===== src/hw/rtl/fifoq_pkg.sv =====
package fifoq_pkg;

	localparam int DEPTH = 16;
	localparam int IDX_W = (DEPTH > 1) ? $clog2(DEPTH) : 1;
	localparam int CNT_W = $clog2(DEPTH + 1);

	localparam int PLATE_W = 32;
	localparam int AXLES_W = 4;
	localparam int REC_W = PLATE_W + AXLES_W;
	localparam int TDATA_W = ((REC_W + 7) / 8) * 8;
	localparam int S_TUSER_W = 2;
	localparam int M_TUSER_W = 3;

	typedef enum logic [1:0] {
		REQ_PUSH  = 2'd0,
		REQ_POP   = 2'd1,
		REQ_LIST  = 2'd2,
		REQ_DRAIN = 2'd3
	} fifoq_req_t;

	typedef enum logic [1:0] {
		STAT_OK    = 2'd0,
		STAT_EMPTY = 2'd1,
		STAT_FULL  = 2'd2
	} fifoq_status_t;

	typedef enum logic {
		ST_IDLE = 1'b0,
		ST_WALK = 1'b1
	} fifoq_state_t;

	function automatic logic [IDX_W-1:0] ring_next(input logic [IDX_W-1:0] i);
		logic [IDX_W-1:0] r;
		if (i == IDX_W'(DEPTH - 1)) begin
			r = '0;
		end else begin
			r = i + 1'b1;
		end
		return r;
	endfunction

endpackage


===== src/hw/rtl/fifo_queue_with_list_and_drain_top.sv =====
// Bounded FIFO of vehicle records (32-bit plate, 4-bit axle count).
// Requests enter on the s_ group: s_tuser carries the request kind (push,
// pop, list, drain), s_tdata the record for a push. Results leave on the m_
// group: m_tuser carries the status and the has-record flag, m_tdata the
// listed record, and m_tlast marks the final beat of each request.
// Push and pop: the status beat is presented the cycle after the request
// beat, and a new request is taken as soon as the output register is free.
// List and drain read the record memory one entry a cycle while m_tready
// stays high, through its registered read port, so a queue of N records
// yields N beats at one beat per cycle via the read and output registers.
// An empty queue answers list and drain with a single empty-status beat.
// Requests are taken one at a time: s_tready stays low while a walk runs.
// When the receiver holds m_tready low, the output register holds its beat,
// and the walk stops issuing reads until the beat is taken; no beat is lost.
// Reset clears the pointers, the count and all control state; the queue is
// empty afterwards. The record memory itself is not cleared.
module fifo_queue_with_list_and_drain_top (
	input  logic                           clk,
	input  logic                           arst_n,
	input  logic                           s_tvalid,
	output logic                           s_tready,
	// [31:0] plate, [35:32] axles, rest zero
	input  logic [fifoq_pkg::TDATA_W-1:0]   s_tdata,
	// [1:0] req_type
	input  logic [fifoq_pkg::S_TUSER_W-1:0] s_tuser,
	output logic                           m_tvalid,
	input  logic                           m_tready,
	// [31:0] out_plate, [35:32] out_axles, rest zero
	output logic [fifoq_pkg::TDATA_W-1:0]   m_tdata,
	// [1:0] status, [2] has_record
	output logic [fifoq_pkg::M_TUSER_W-1:0] m_tuser,
	output logic                           m_tlast
);

	localparam int IDX_W = fifoq_pkg::IDX_W;
	localparam int CNT_W = fifoq_pkg::CNT_W;
	localparam int REC_W = fifoq_pkg::REC_W;
	localparam int PLATE_W = fifoq_pkg::PLATE_W;
	localparam int AXLES_W = fifoq_pkg::AXLES_W;
	localparam int DEPTH = fifoq_pkg::DEPTH;

	logic [REC_W-1:0] mem [DEPTH];

	fifoq_pkg::fifoq_state_t state_q, state_nxt;
	logic [IDX_W-1:0] head_q, tail_q, walk_idx_q;
	logic [CNT_W-1:0] count_q, remain_q;
	logic rd_pend_s1, rd_last_s1;
	logic [REC_W-1:0] rd_data_s1;

	logic out_valid_q, out_has_q, out_last_q;
	fifoq_pkg::fifoq_status_t out_status_q;
	logic [PLATE_W-1:0] out_plate_q;
	logic [AXLES_W-1:0] out_axles_q;

	logic out_free, accept, rd_issue, wr_en, is_full, is_empty, walk_start;
	fifoq_pkg::fifoq_req_t req;

	assign out_free = !out_valid_q || m_tready;
	assign accept = s_tvalid && s_tready;
	assign req = fifoq_pkg::fifoq_req_t'(s_tuser[1:0]);
	assign is_full = (count_q == CNT_W'(DEPTH));
	assign is_empty = (count_q == '0);
	assign wr_en = accept && (req == fifoq_pkg::REQ_PUSH) && !is_full;
	assign walk_start = accept && !is_empty &&
		((req == fifoq_pkg::REQ_LIST) || (req == fifoq_pkg::REQ_DRAIN));

	always_comb begin
		state_nxt = state_q;
		case (state_q)
			fifoq_pkg::ST_IDLE: begin
				if (walk_start) begin
					state_nxt = fifoq_pkg::ST_WALK;
				end
			end
			fifoq_pkg::ST_WALK: begin
				if (remain_q == '0 && (!rd_pend_s1 || out_free)) begin
					state_nxt = fifoq_pkg::ST_IDLE;
				end
			end
			default: state_nxt = fifoq_pkg::ST_IDLE;
		endcase
	end

	always_comb begin
		s_tready = 1'b0;
		rd_issue = 1'b0;
		case (state_q)
			fifoq_pkg::ST_IDLE: begin
				s_tready = out_free;
			end
			fifoq_pkg::ST_WALK: begin
				// A new read may start only once the previous read word can move on.
				rd_issue = (remain_q != '0) && (!rd_pend_s1 || out_free);
			end
			default: begin
				s_tready = 1'b0;
				rd_issue = 1'b0;
			end
		endcase
	end

	always_ff @(posedge clk) begin
		if (wr_en) begin
			mem[tail_q] <= s_tdata[REC_W-1:0];
		end
		if (rd_issue) begin
			rd_data_s1 <= mem[walk_idx_q];
		end
	end

	always_ff @(posedge clk or negedge arst_n) begin
		if (!arst_n) begin
			state_q <= fifoq_pkg::ST_IDLE;
			head_q <= '0;
			tail_q <= '0;
			count_q <= '0;
			walk_idx_q <= '0;
			remain_q <= '0;
			rd_pend_s1 <= 1'b0;
			rd_last_s1 <= 1'b0;
			out_valid_q <= 1'b0;
			out_has_q <= 1'b0;
			out_last_q <= 1'b0;
			out_status_q <= fifoq_pkg::STAT_OK;
		end else begin
			state_q <= state_nxt;
			rd_pend_s1 <= rd_issue || (rd_pend_s1 && !out_free);
			if (rd_issue) begin
				walk_idx_q <= fifoq_pkg::ring_next(walk_idx_q);
				remain_q <= remain_q - 1'b1;
				rd_last_s1 <= (remain_q == CNT_W'(1));
			end
			if (accept) begin
				case (req)
					fifoq_pkg::REQ_PUSH: begin
						if (!is_full) begin
							tail_q <= fifoq_pkg::ring_next(tail_q);
							count_q <= count_q + 1'b1;
						end
					end
					fifoq_pkg::REQ_POP: begin
						if (!is_empty) begin
							head_q <= fifoq_pkg::ring_next(head_q);
							count_q <= count_q - 1'b1;
						end
					end
					fifoq_pkg::REQ_LIST, fifoq_pkg::REQ_DRAIN: begin
						walk_idx_q <= head_q;
						remain_q <= count_q;
						// Draining empties the queue up front; nothing writes during the walk.
						if (req == fifoq_pkg::REQ_DRAIN) begin
							head_q <= tail_q;
							count_q <= '0;
						end
					end
					default: begin
						count_q <= count_q;
					end
				endcase
			end
			if (accept && !walk_start) begin
				out_valid_q <= 1'b1;
				out_has_q <= 1'b0;
				out_last_q <= 1'b1;
				if (req == fifoq_pkg::REQ_PUSH) begin
					out_status_q <= is_full ? fifoq_pkg::STAT_FULL : fifoq_pkg::STAT_OK;
				end else begin
					out_status_q <= is_empty ? fifoq_pkg::STAT_EMPTY : fifoq_pkg::STAT_OK;
				end
			end else if (rd_pend_s1 && out_free) begin
				out_valid_q <= 1'b1;
				out_has_q <= 1'b1;
				out_last_q <= rd_last_s1;
				out_status_q <= fifoq_pkg::STAT_OK;
			end else if (m_tready) begin
				out_valid_q <= 1'b0;
			end
		end
	end

	always_ff @(posedge clk) begin
		if (accept && !walk_start) begin
			out_plate_q <= '0;
			out_axles_q <= '0;
		end else if (rd_pend_s1 && out_free) begin
			out_plate_q <= rd_data_s1[PLATE_W-1:0];
			out_axles_q <= rd_data_s1[REC_W-1:PLATE_W];
		end
	end

	assign m_tvalid = out_valid_q;
	assign m_tdata = {{(fifoq_pkg::TDATA_W - REC_W){1'b0}}, out_axles_q, out_plate_q};
	assign m_tuser = {out_has_q, out_status_q};
	assign m_tlast = out_last_q;

	// Ring consistency: head plus count, wrapped, lands on tail.
	logic [CNT_W:0] chk_sum, chk_wrap;
	assign chk_sum = (CNT_W + 1)'(head_q) + (CNT_W + 1)'(count_q);
	assign chk_wrap = (chk_sum >= (CNT_W + 1)'(DEPTH)) ? chk_sum - (CNT_W + 1)'(DEPTH) : chk_sum;

	a_count_bound: assert property (@(posedge clk) disable iff (!arst_n)
		count_q <= CNT_W'(DEPTH))
		else $error("entry count exceeds depth");

	a_ring_consistent: assert property (@(posedge clk) disable iff (!arst_n)
		chk_wrap[IDX_W-1:0] == tail_q)
		else $error("head, tail and count disagree");

	a_read_only_in_walk: assert property (@(posedge clk) disable iff (!arst_n)
		rd_pend_s1 |-> state_q == fifoq_pkg::ST_WALK)
		else $error("read word pending outside a walk");

	a_walk_ends: assert property (@(posedge clk) disable iff (!arst_n)
		(rd_pend_s1 && rd_last_s1 && out_free) |=> state_q == fifoq_pkg::ST_IDLE)
		else $error("walk did not end after its last record");

	a_no_write_in_walk: assert property (@(posedge clk) disable iff (!arst_n)
		state_q == fifoq_pkg::ST_WALK |-> !wr_en)
		else $error("record written during a walk");

endmodule


===== config.mk =====
export PLATFORM = sky130hd
export DESIGN_NAME = fifo_queue_with_list_and_drain_top
export DESIGN_NICKNAME = d
export VERILOG_FILES = /design/src/hw/rtl/fifoq_pkg.sv /design/src/hw/rtl/fifo_queue_with_list_and_drain_top.sv
export SDC_FILE = /design/constraint.sdc
export NUM_CORES = 1
export LEC_CHECK = 0
export ABC_AREA = 1
export BUFFER_PORTS_ARGS = -buffer_cell sky130_fd_sc_hd__buf_4
export CAP_MARGIN = 20
export CORE_ASPECT_RATIO = 0.5
export CORE_MARGIN = 4
export CORE_UTILIZATION = 50
export DETAILED_ROUTE_END_ITERATION = 8
export GPL_ROUTABILITY_DRIVEN = 1
export HOLD_SLACK_MARGIN = 0.05
export PLACE_DENSITY_LB_ADDON = 0.08
export SYNTH_ARGS = -nofsm -noshare
export SYNTH_HDL_FRONTEND = slang
export SYNTH_SLANG_ARGS = --single-unit

===== constraint.sdc =====
create_clock -name clk -period 7.1 [get_ports clk]
set_clock_uncertainty 0.1 [all_clocks]
set_input_delay 0.71 -clock clk [delete_from_list [all_inputs] [get_ports clk]]
set_output_delay 0.71 -clock clk [all_outputs]
set_load 0.05 [all_outputs]

==> out/results.txt, run 1 <==
Status - complete, no violations
WL/cell - 22.0 um
Worst path cell trace - buf_4 > buf_4 > a21oi_1 > o21ai_0 > o211ai_1 > nand3_1 > nand2_1
# H-tree levels - 2
Min-delay worst type - input port to flop
Clock Path Buffers - 3
Top FF cell, synth - edfxtp_1
Later-pin clock latency in the skew report - 0.61 ns
Max-slew headroom - 32.7%
Post-synthesis to final-layout area growth - 11.5%
Period minus WS final - 3.46 ns
Compound-Gate Fraction of Synth Area - 11.2%
Row count - 59
Largest family of logic cells by synthesized area - compound AO/OA/AOI/OAI gates
Highest clock rate - 289 MHz
Hold path startpoint - s_tdata[12]
Sequential fraction of the synthesis area - 74.2%
Vias - 16,500
Setup CP Type - flop to flop
Synth top area cells - edfxtp_1, nor2_1, o21ai_0, o211ai_1, dfrtp_1
Bufs and invs on worst path - 2
Synth Area in Adders - 0.467%
Mux cell area share after synthesis - 0%
Sink of the worst hold path - mem[7][12]
CTS tree - done
Pre-CTS setup slack - 3.27 ns
Vias per std cell - 5.66
Cell count after synthesis - 2,127
XOR/XNOR share of the synthesized area - 0.295%
Pwr dens - 401 mW/mm2
Critical path endpoint category - flop
Worst-Margin Slew - 1.01 ns
Chip height - 172 um
Delay-heaviest family, CP - buffers and inverters
Grt ovf - 0
Peak supply drop - 0.272 mV
Met2 GRT Util - 33.3%
Drt first-iter violations - 1,752
LEAKAGE - 10.1 nW
Tcrit/Tclk final - 48.7%
Worst r2r src - walk_idx_q[0]
RSZ-0062 raised after global routing - false
WP depth - 7
Clock transition at the registers of the reported paths - 0.07 ns
Hold-critical path depth - 1
Port bufs - 83
Global routing usage on met1 - 35.4%
Global route hottest layer - met1
R2R Setup Slk - 3.64 ns
Yosys cell types - 32
CP peak stage delay - 0.87 ns
GP Congestion - 0.780
Hold Violations, Final - 0
Antenna-violating nets left - 0
Total power - 12.0 mW
DP HPWL - 31,300 um
Asr flop ratio synth - 4.42%
Share of cells above drive strength 1 - 10.2%
Count leader, synth - edfxtp_1
Final net count - 2,222
Die area - 0.0575 mm2
Drc violations - 0
Post-synthesis simple-gate area fraction - 10.6%
Synth Area per Inst - 12.6 um2
Synth cell count leaders - edfxtp_1, nor2_1, o21ai_0
First-pass GRT wire length - 95,900 um
Core box area - 0.0525 mm2
Met3 Use GR - 2.94%
Critical-path top delay cell - buf_4
Synth warn - 0
Setup TNS - 0 ns
Final Slew Violations - 0
Share of the synthesized area in the top cell type - 68.7%
CP arrival - 3.70 ns
R2R cell count - 7
IO Count - 92
Worst setup SP type - flop
# resized after CTS - 0
CP Data Required Time - 7.35 ns
Worst setup margin - 3.64 ns
Yosys top cell by area - edfxtp_1
Cell area after synthesis - 0.0268 mm2
Total track usage - 22.3%
Pre-antenna DRT Iters - 5
CP Max Fanout - 96
Antenna violations before repair - 0
Post-synth EDFFs - 612
N_diodes - 0
Final wirelength - 64,300 um
Max-cap violations - 0
Die W - 335 um
CTS Buf Count - 58
Most frequent CP cell - buf_4
Setup-failing EPs final - 0
Clock Root Buffer - clkbuf_16
Number of global-route vias before repair - 15,300
Register bit total from synthesis - 678
CTS Sinks - 678
Largest net degree at the start of global routing - 194
Starting Density - 51.0%
R2R Path End - rd_data_s1[6]
Hold Slack - 0.300 ns
-- kinds of logic (layout without fill, tap and decap cells) --
kind of cell	after synthesis	in the layout
AND/OR/NAND/NOR	715	715
flip-flops	678	678
AO/OA/AOI/OAI	521	521
buffers and inverters	193	278
adder cells (fa/ha/maj)	10	10
XOR/XNOR	9	9
other	1	4
-- metal layers --
layer  vias up  part of all wire [%]  wire length [um]
met5         -                     0                 0
met4         0                   1.7              1080
met3        75                   6.5              4170
met2       493                    43             27500
met1      8208                    49             31500
li1       7741                     -                 -
-- power breakdown --
part           internal [mW]  switching (mW)
Clock                   1.71            1.40
Sequential              4.78           0.299
Combinational           1.11            2.68
-- flip-flops by register name (all words and copies together), names as in the netlist, 4 cells and up --
register and cells:
head_q 4, remain_q 5, out_plate_q 32, walk_idx_q 4
tail_q 4, rd_data_s1 36, mem 576, out_axles_q 4
count_q 5
-- cell type report --
| class | instances | area [um2] |
|---|---|---|
| multi-input combinational | 1259 | 6190 |
| fill | 4261 | 22600 |
| clock inverter | 19 | 175 |
| inverter | 56 | 219 |
| tap | 701 | 877 |
| clock buffer | 90 | 1650 |
| sequential | 678 | 19900 |
| timing repair buffer | 113 | 876 |
-- repair_timing --
item / CTS / global route
setup endpoints to repair: 0 / 0
buffers inserted: 0 / 0
hold buffers: 1 / 0
endpoints found under the hold margin: 30 / 0
-- cells in the final DEF (no fill, tap or decap), types with 2 or more instances in the layout --
cell type,instances
nand3b_1,2
o21ai_1,61
clkinv_2,11
edfxtp_1,612
nor2_1,411
clkinvlp_4,2
conb_1,4
a21oi_1,61
clkinv_1,3
buf_12,2
nor2_4,18
o211ai_1,146
dfrtp_4,3
clkbuf_1,25
ha_1,10
o31ai_1,2
clkbuf_8,6
inv_2,3
inv_1,51
o21bai_1,3
dfxtp_1,36
nand3_1,94
nand2_2,2
a22oi_1,2
nand2_1,185
bufinv_16,3
dfrtp_1,26
xor2_1,6
xnor2_1,3
buf_4,110
clkbuf_16,59
o21ai_0,244
-- how the worst max path moves through the flow --
stage | endpoint | slack, ns | from
final | rd_data_s1[6] | 3.64 | walk_idx_q[0]
after global routing | rd_data_s1[6] | 3.42 | walk_idx_q[0]
after CTS | rd_data_s1[6] | 3.70 | walk_idx_q[0]
after detailed placement | mem[0][15] | 3.27 | s_tuser[1]
after global placement | mem[0][15] | 3.26 | s_tuser[1]
after floorplan | mem[11][0] | 3.58 | m_tready
-- through the flow --
step,cells,cell area [um2],utilization [%]
2_1_floorplan,2130,26800,-
3_3_place_gp,2806,28000,53.4
3_5_place_dp,2806,28000,53.4
4_1_cts,2916,29900,56.9
5_1_grt,2916,29900,56.9
6_report,2916,29900,56.9
(Power assumes the default switching activity.)
==> run 2, diff against run 1 <==
- ABC_AREA: 1 -> 0
- clock period: 7.1 -> 3.35 ns (I/O delays scaled with it)
==> run 2 against run 1 <==
Fmax is 25% higher. Cell count is 28% lower. Worst setup slack worse by 3.1 ns. Combinational power is 75% higher. Wire length is 15% lower. Critical endpoint is now rd_data_s1[31]. Clock power is 100% higher.
==> out/results.txt, run 2 <==
Status - complete, no violations (unchanged)
Die W - 331 um (was 335 um)
Worst r2r src - walk_idx_q[0] (unchanged)
Fill cell count - 3,676 (was 4,261)
Synth warn - 0 (unchanged)
Critical-path top delay cell - dfrtp_4 (was buf_4)
CP Max Fanout - 33 (was 96)
RSZ-0062 raised after global routing - false (unchanged)
Most frequent cells in the layout - edfxtp_1, mux4_2, buf_4 (was edfxtp_1, nor2_1, o21ai_0)
Critical path endpoint category - flop (unchanged)
Clock Root Buffer - clkbuf_16 (unchanged)
Final Slew Violations - 0 (unchanged)
Top FF cell, synth - edfxtp_1 (unchanged)
Yosys cell types - 54 (was 32)
Biggest regs - mem x576, rd_data_s1 x36, out_plate_q x32 (unchanged)
Worst-Margin Slew - 0.743 ns (was 1.01 ns)
Vias - 12,400 (was 16,500)
Total track usage - 20.1% (was 22.3%)
Final wirelength - 55,000 um (was 64,300 um)
Largest register by flop count - mem (unchanged)
Min-delay worst type - input port to asynchronous set/reset pin (was input port to flop)
R2R cell count - 3 (was 7)
CP arrival - 3.01 ns (was 3.70 ns)
Sequential fraction of the synthesis area - 76.3% (was 74.2%)
Worst path cell trace - buf_4 > mux4_2 > mux4_2 (was buf_4 > buf_4 > a21oi_1 > o21ai_0 > o211ai_1 > nand3_1 > nand2_1)
Core box area - 0.0509 mm2 (was 0.0525 mm2)
Post-synth EDFFs - 612 (unchanged)
CTS Sinks - 678 (unchanged)
Number of flip-flops in the largest register - 576 (unchanged)
Max-cap violations - 0 (unchanged)
# H-tree levels - 2 (unchanged)
Vias per std cell - 5.90 (was 5.66)
Drt first-iter violations - 1,147 (was 1,752)
N_diodes - 0 (unchanged)
R2R Path End - rd_data_s1[31] (was rd_data_s1[6])
Post-synthesis to final-layout area growth - 14.8% (was 11.5%)
Cell area after synthesis - 0.0260 mm2 (was 0.0268 mm2)
Pwr dens - 795 mW/mm2 (was 401 mW/mm2)
Largest net degree at the start of global routing - 58 (was 194)
Starting Density - 51.1% (was 51.0%)
Port bufs - 83 (unchanged)
Highest clock rate - 361 MHz (was 289 MHz)
Clock Path Buffers - 3 (unchanged)
Pre-antenna DRT Iters - 5 (unchanged)
Antenna-violating nets left - 0 (unchanged)
Share of cells above drive strength 1 - 26.3% (was 10.2%)
Clock transition at the registers of the reported paths - 0.07 ns (about the same)
Count leader, synth - edfxtp_1 (unchanged)
Chip height - 169 um (was 172 um)
CTS Buf Count - 57 (was 58)
Period minus WS final - 2.77 ns (was 3.46 ns)
Most common cell after layout, fill and taps aside - edfxtp_1 (unchanged)
Die area - 0.0560 mm2 (was 0.0575 mm2)
Register bit total from synthesis - 678 (unchanged)
GP Congestion - 0.753 (was 0.780)
Row count - 58 (was 59)
Hold Violations, Final - 0 (unchanged)
LEAKAGE - 9.85 nW (was 10.1 nW)
Synth Area per Inst - 21.6 um2 (was 12.6 um2)
IO Count - 92 (unchanged)
Yosys top cell by area - edfxtp_1 (unchanged)
CTS tree - done (unchanged)
Synth cell count leaders - edfxtp_1, mux4_2, nand2_1 (was edfxtp_1, nor2_1, o21ai_0)
Worst setup SP type - flop (unchanged)
DP HPWL - 29,200 um (was 31,300 um)
R2R Setup Slk - 0.58 ns (was 3.64 ns)
Most frequent CP cell - mux4_2 (was buf_4)
Setup CP Type - flop to flop (unchanged)
Hold Slack - 0.113 ns (was 0.300 ns)
Synth top area cells - edfxtp_1, mux4_2, mux4_1, dfrtp_1, dfxtp_1 (was edfxtp_1, nor2_1, o21ai_0, o211ai_1, dfrtp_1)
Drc violations - 0 (unchanged)
Setup TNS - 0 ns (unchanged)
Bufs and invs on worst path - 1 (was 2)
First-pass GRT wire length - 82,300 um (was 95,900 um)
Cell count after synthesis - 1,207 (was 2,127)
Asr flop ratio synth - 4.42% (unchanged)
WL/cell - 26.1 um (was 22.0 um)
Delay-heaviest family, CP - multiplexers (was buffers and inverters)
CP peak stage delay - 0.88 ns (was 0.87 ns)
Later-pin clock latency in the skew report - 0.61 ns (about the same)
CP Data Required Time - 3.59 ns (was 7.35 ns)
Final net count - 1,425 (was 2,222)
Setup-failing EPs final - 0 (unchanged)
Share of the synthesized area in the top cell type - 70.6% (was 68.7%)
Peak supply drop - 0.616 mV (was 0.272 mV)
Max-slew headroom - 50.4% (was 32.7%)
Number of global-route vias before repair - 12,700 (was 15,300)
Grt ovf - 0 (unchanged)
Tcrit/Tclk final - 82.8% (was 48.7%)
Antenna violations before repair - 0 (unchanged)
# resized after CTS - 0 (unchanged)
run 2: per-stage QoR:
step | area (um2) | std cells | util [%] | setup WS, ns | power (mW)
after floorplan | 26000 | 1210 | - | 0.286 | 15.8
after global placement | 27700 | 1959 | 54.5 | 0.558 | 17.6
after detailed placement | 27700 | 1959 | 54.5 | 0.529 | 17.7
after CTS | 29900 | 2104 | 58.7 | 0.520 | 24.0
after global routing | 29900 | 2104 | 58.7 | 0.455 | 24.9
final | 29900 | 2104 | 58.7 | 0.577 | 23.8
run 2: kinds of logic (layout without fill, tap and decap cells):
family | after synthesis | count (layout) | share of synthesized area, %
fa+ha+maj | 10 | 10 | 0.481
simple gates | 170 | 170 | 3.08
other cells | 1 | 4 | 0.0144
flops | 678 | 678 | 76.3
xor+xnor | 8 | 8 | 0.269
mux | 183 | 183 | 16.2
buf+inv | 74 | 278 | 1.76
compound gates | 83 | 83 | 1.89
run 2: repair_timing:
item / 4_1_cts / 5_1_grt
hold buffers: 41 / 0
buffers inserted: 0 / 0
setup endpoints to repair: 0 / 0
hold endpoints to repair: 614 / 0
run 2: worst max path at each step:
| stage | from | slack [ns] | depth (start not counted) | endpoint |
|---|---|---|---|---|
| after global routing | walk_idx_q[0] | 0.45 | 3 | rd_data_s1[32] |
| after floorplan | m_tvalid | 0.29 | 5 | mem[10][0] |
| after detailed placement | walk_idx_q[0] | 0.53 | 3 | rd_data_s1[32] |
| after CTS | walk_idx_q[0] | 0.52 | 3 | rd_data_s1[32] |
| final | walk_idx_q[0] | 0.58 | 3 | rd_data_s1[31] |
| after global placement | walk_idx_q[0] | 0.56 | 3 | rd_data_s1[31] |
run 2: per-layer routing:
metal,global-route usage (%),vias up,routed length (um)
li1,-,5309,-
met1,30.8,6707,25300
met2,31.0,338,25600
met3,3.44,61,3280
met4,3.94,0,775
met5,0,-,0
run 2: area by class of cell:
| cell class | instances | area [um2] | share of cell area, % |
|---|---|---|---|
| clock buffer | 69 | 1510 | 5.07 |
| inverter | 9 | 33.8 | 0.113 |
| tap | 690 | 863 | 2.89 |
| multi-input combinational | 458 | 5760 | 19.3 |
| clock inverter | 35 | 238 | 0.796 |
| sequential | 678 | 19900 | 66.5 |
| timing repair buffer | 165 | 1600 | 5.37 |
run 2: power breakdown:
| part | internal [mW] | leakage (nW) | switching [mW] | total (mW) |
|---|---|---|---|---|
| Clock | 3.43 | 0.849 | 2.91 | 6.35 |
| Sequential | 10.1 | 6.18 | 0.663 | 10.8 |
| Combinational | 3.18 | 2.82 | 3.48 | 6.65 |
| Total | 16.7 | 9.85 | 7.05 | 23.8 |
==> run 3, diff against run 2 <==
- clock period: 3.35 -> 2.25 ns (I/O delays scaled with it)
==> run 3 against run 2 <==
The flow now finishes with violations (setup timing). Total power grew 58%. Sequential cell count is the same. Non-clock buffer count grew 75. Fmax rose by 22%. Cell count grew 3.6%. Critical endpoint is now rd_data_s1[15]. Largest power group unchanged.
==> out/results.txt, run 3 (synthesis gave the netlist of run 2 again) <==
Hold Violations, Final - 0 (unchanged)
Internal - 26.5 mW (was 16.7 mW)
Grt ovf - 0 (unchanged)
Antenna-violating nets left - 0 (unchanged)
Final Non-Filler Cells - 2,179 (was 2,104)
Clock Root Buffer - clkbuf_16 (unchanged)
DP HPWL - 33,700 um (was 29,200 um)
Pwr dens - 1210 mW/mm2 (was 795 mW/mm2)
R2R Setup Slk - -0.03 ns (was 0.58 ns)
Final net count - 1,501 (was 1,425)
First-pass GRT wire length - 84,900 um (was 82,300 um)
Largest net degree at the start of global routing - 40 (was 58)
IO Count - 92 (unchanged)
Number of flip-flops in the largest register - 576 (unchanged)
Highest clock rate - 439 MHz (was 361 MHz)
Status - finished with violations (was complete, no violations)
Total power - 37.6 mW (was 23.8 mW)
Largest register by flop count - mem (unchanged)
Sw Share - 29.4% (was 29.7%)
Setup CP Type - flop to flop (unchanged)
Fill cell count - 3,579 (was 3,676)
Vias - 12,700 (was 12,400)
Critical path endpoint category - flop (unchanged)
Postcts setup bufs - 0 (unchanged)
CTS Sinks - 678 (unchanged)
Biggest regs - mem x576, rd_data_s1 x36, out_plate_q x32 (unchanged)
GP Congestion - 0.789 (was 0.753)
Post-synthesis to final-layout area growth - 19.3% (was 14.8%)
Period minus WS final - 2.28 ns (was 2.77 ns)
Final Slew Violations - 0 (unchanged)
Tcrit/Tclk final - 101% (was 82.8%)
Vias per std cell - 5.83 (was 5.90)
Pre-CTS setup slack - 0.00505 ns (was 0.529 ns)
Sequential fraction of design power - 41.8% (was 45.3%)
Share of cells above drive strength 1 - 32.5% (was 26.3%)
Worst setup margin - -0.0278 ns (was 0.577 ns)
Drt first-iter violations - 1,153 (was 1,147)
Max-slew headroom - 61.7% (was 50.4%)
N_diodes - 0 (unchanged)
Total track usage - 20.7% (was 20.1%)
Die area - 0.0560 mm2 (unchanged)
Die W - 331 um (unchanged)
Clk pwr share - 26.7% (about the same)
Antenna violations before repair - 0 (unchanged)
CP Data Required Time - 2.49 ns (was 3.59 ns)
Worst setup SP type - flop (unchanged)
LEAKAGE - 10.4 nW (was 9.85 nW)
Clock Path Buffers - 3 (unchanged)
Min-delay worst type - input port to flop (was input port to asynchronous set/reset pin)
Max-cap violations - 0 (unchanged)
RSZ-0062 raised after global routing - true (was false)
P_sw - 11.1 mW (was 7.05 mW)
CP Max Fanout - 8 (was 33)
Worst-Margin Slew - 0.574 ns (was 0.743 ns)
Combinational power share - 31.5% (was 28.0%)
Placed insts - 2,023 (was 1,959)
# H-tree levels - 2 (unchanged)
CP arrival - 2.52 ns (was 3.01 ns)
Row count - 58 (unchanged)
WL/cell - 26.6 um (was 26.1 um)
Clock transition at the registers of the reported paths - 0.07 ns (about the same)
Core box area - 0.0509 mm2 (unchanged)
Most frequent cells in the layout - edfxtp_1, mux4_2, buf_4 (unchanged)
Port bufs - 83 (unchanged)
CTS Buf Count - 58 (was 57)
Drc violations - 0 (unchanged)
Pre-antenna DRT Iters - 5 (unchanged)
Starting Density - 51.1% (unchanged)
Setup-failing EPs final - 14 (was 0)
Most common cell after layout, fill and taps aside - edfxtp_1 (unchanged)
Failing checks - setup timing
Peak supply drop - 1.15 mV (was 0.616 mV)
CTS tree - done (unchanged)
Number of global-route vias before repair - 13,000 (was 12,700)
Later-pin clock latency in the skew report - 0.60 ns (was 0.61 ns)
Chip height - 169 um (unchanged)
Final wirelength - 57,900 um (was 55,000 um)
==> run 3: power groups by stage <==
stage | Clock (mW) | Sequential (mW) | Combinational, mW
floorplan | 0 | 16.8 | 6.80
global placement | 0 | 15.9 | 11.0
detailed placement | 0 | 16.0 | 11.2
CTS | 10.2 | 15.7 | 11.3
global route | 10.9 | 15.8 | 12.7
finish | 10.0 | 15.7 | 11.9
==> run 3: critical path: stages (launching register included) <==
cell,delay [ns]
dfrtp_4,0.49
clkbuf_16,0.22
clkbuf_16,0.19
mux4_2,0.52
mux4_2,0.48
==> run 3: final cells by class <==
class                           instances  area, um2  share of cell area (%)
Clock buffer                           78       1570                    5.05
Clock inverter                         26        312                    1.00
Inverter                                9       33.8                   0.109
Multi-Input combinational cell        458       5750                    18.5
Sequential cell                       678      19900                    64.0
Tap cell                              690        863                    2.78
Timing Repair Buffer                  240       2670                    8.60
==> run 3: path summary, 6_finish.rpt <==
| path | start | cells after the start | endpoint |
|---|---|---|---|
| min in group asynchronous | arst_n | 4 | count_q[4] |
| setup / recovery | walk_idx_q[0] | 4 | rd_data_s1[15] |
| hold / removal | s_tuser[1] | 3 | count_q[4] |
| setup reg to reg | walk_idx_q[0] | 4 | rd_data_s1[15] |
| max in group asynchronous | arst_n | 4 | walk_idx_q[1] |
| hold reg to reg | out_plate_q[22] | 2 | out_plate_q[22] |
==> run 3: metrics by stage <==
step | TNS (ns) | util (%) | area, um2 | hold WS, ns
2_1_floorplan | -0.278 | - | 26100 | -0.171
3_3_place_gp | 0 | 56.1 | 28500 | 0.0815
3_5_place_dp | 0 | 56.1 | 28500 | 0.0861
4_1_cts | -0.00151 | 60.6 | 30800 | 0.269
5_1_grt | -1.03 | 61.0 | 31100 | 0.287
6_report | -0.0941 | 61.0 | 31100 | 0.298
==> run 3: metal layers <==
layer  track usage, %  wire [um]  up-vias  share of wire, %
met2             32.8      27300      378                47
met4             3.82        746        0               1.3
li1                 -          -     5444                 -
met3             3.42       3420       62               5.9
met1             31.4      26400     6813                46
met5                0          0        -                 0
==> run 3: timing repair <==
action                                 CTS  global route
hold buffers                            43             0
resized for setup                        2            37
setup endpoints to repair                2           255
cloned                                   0             9
endpoints found under the hold margin  616             0
pin swaps                                0             1
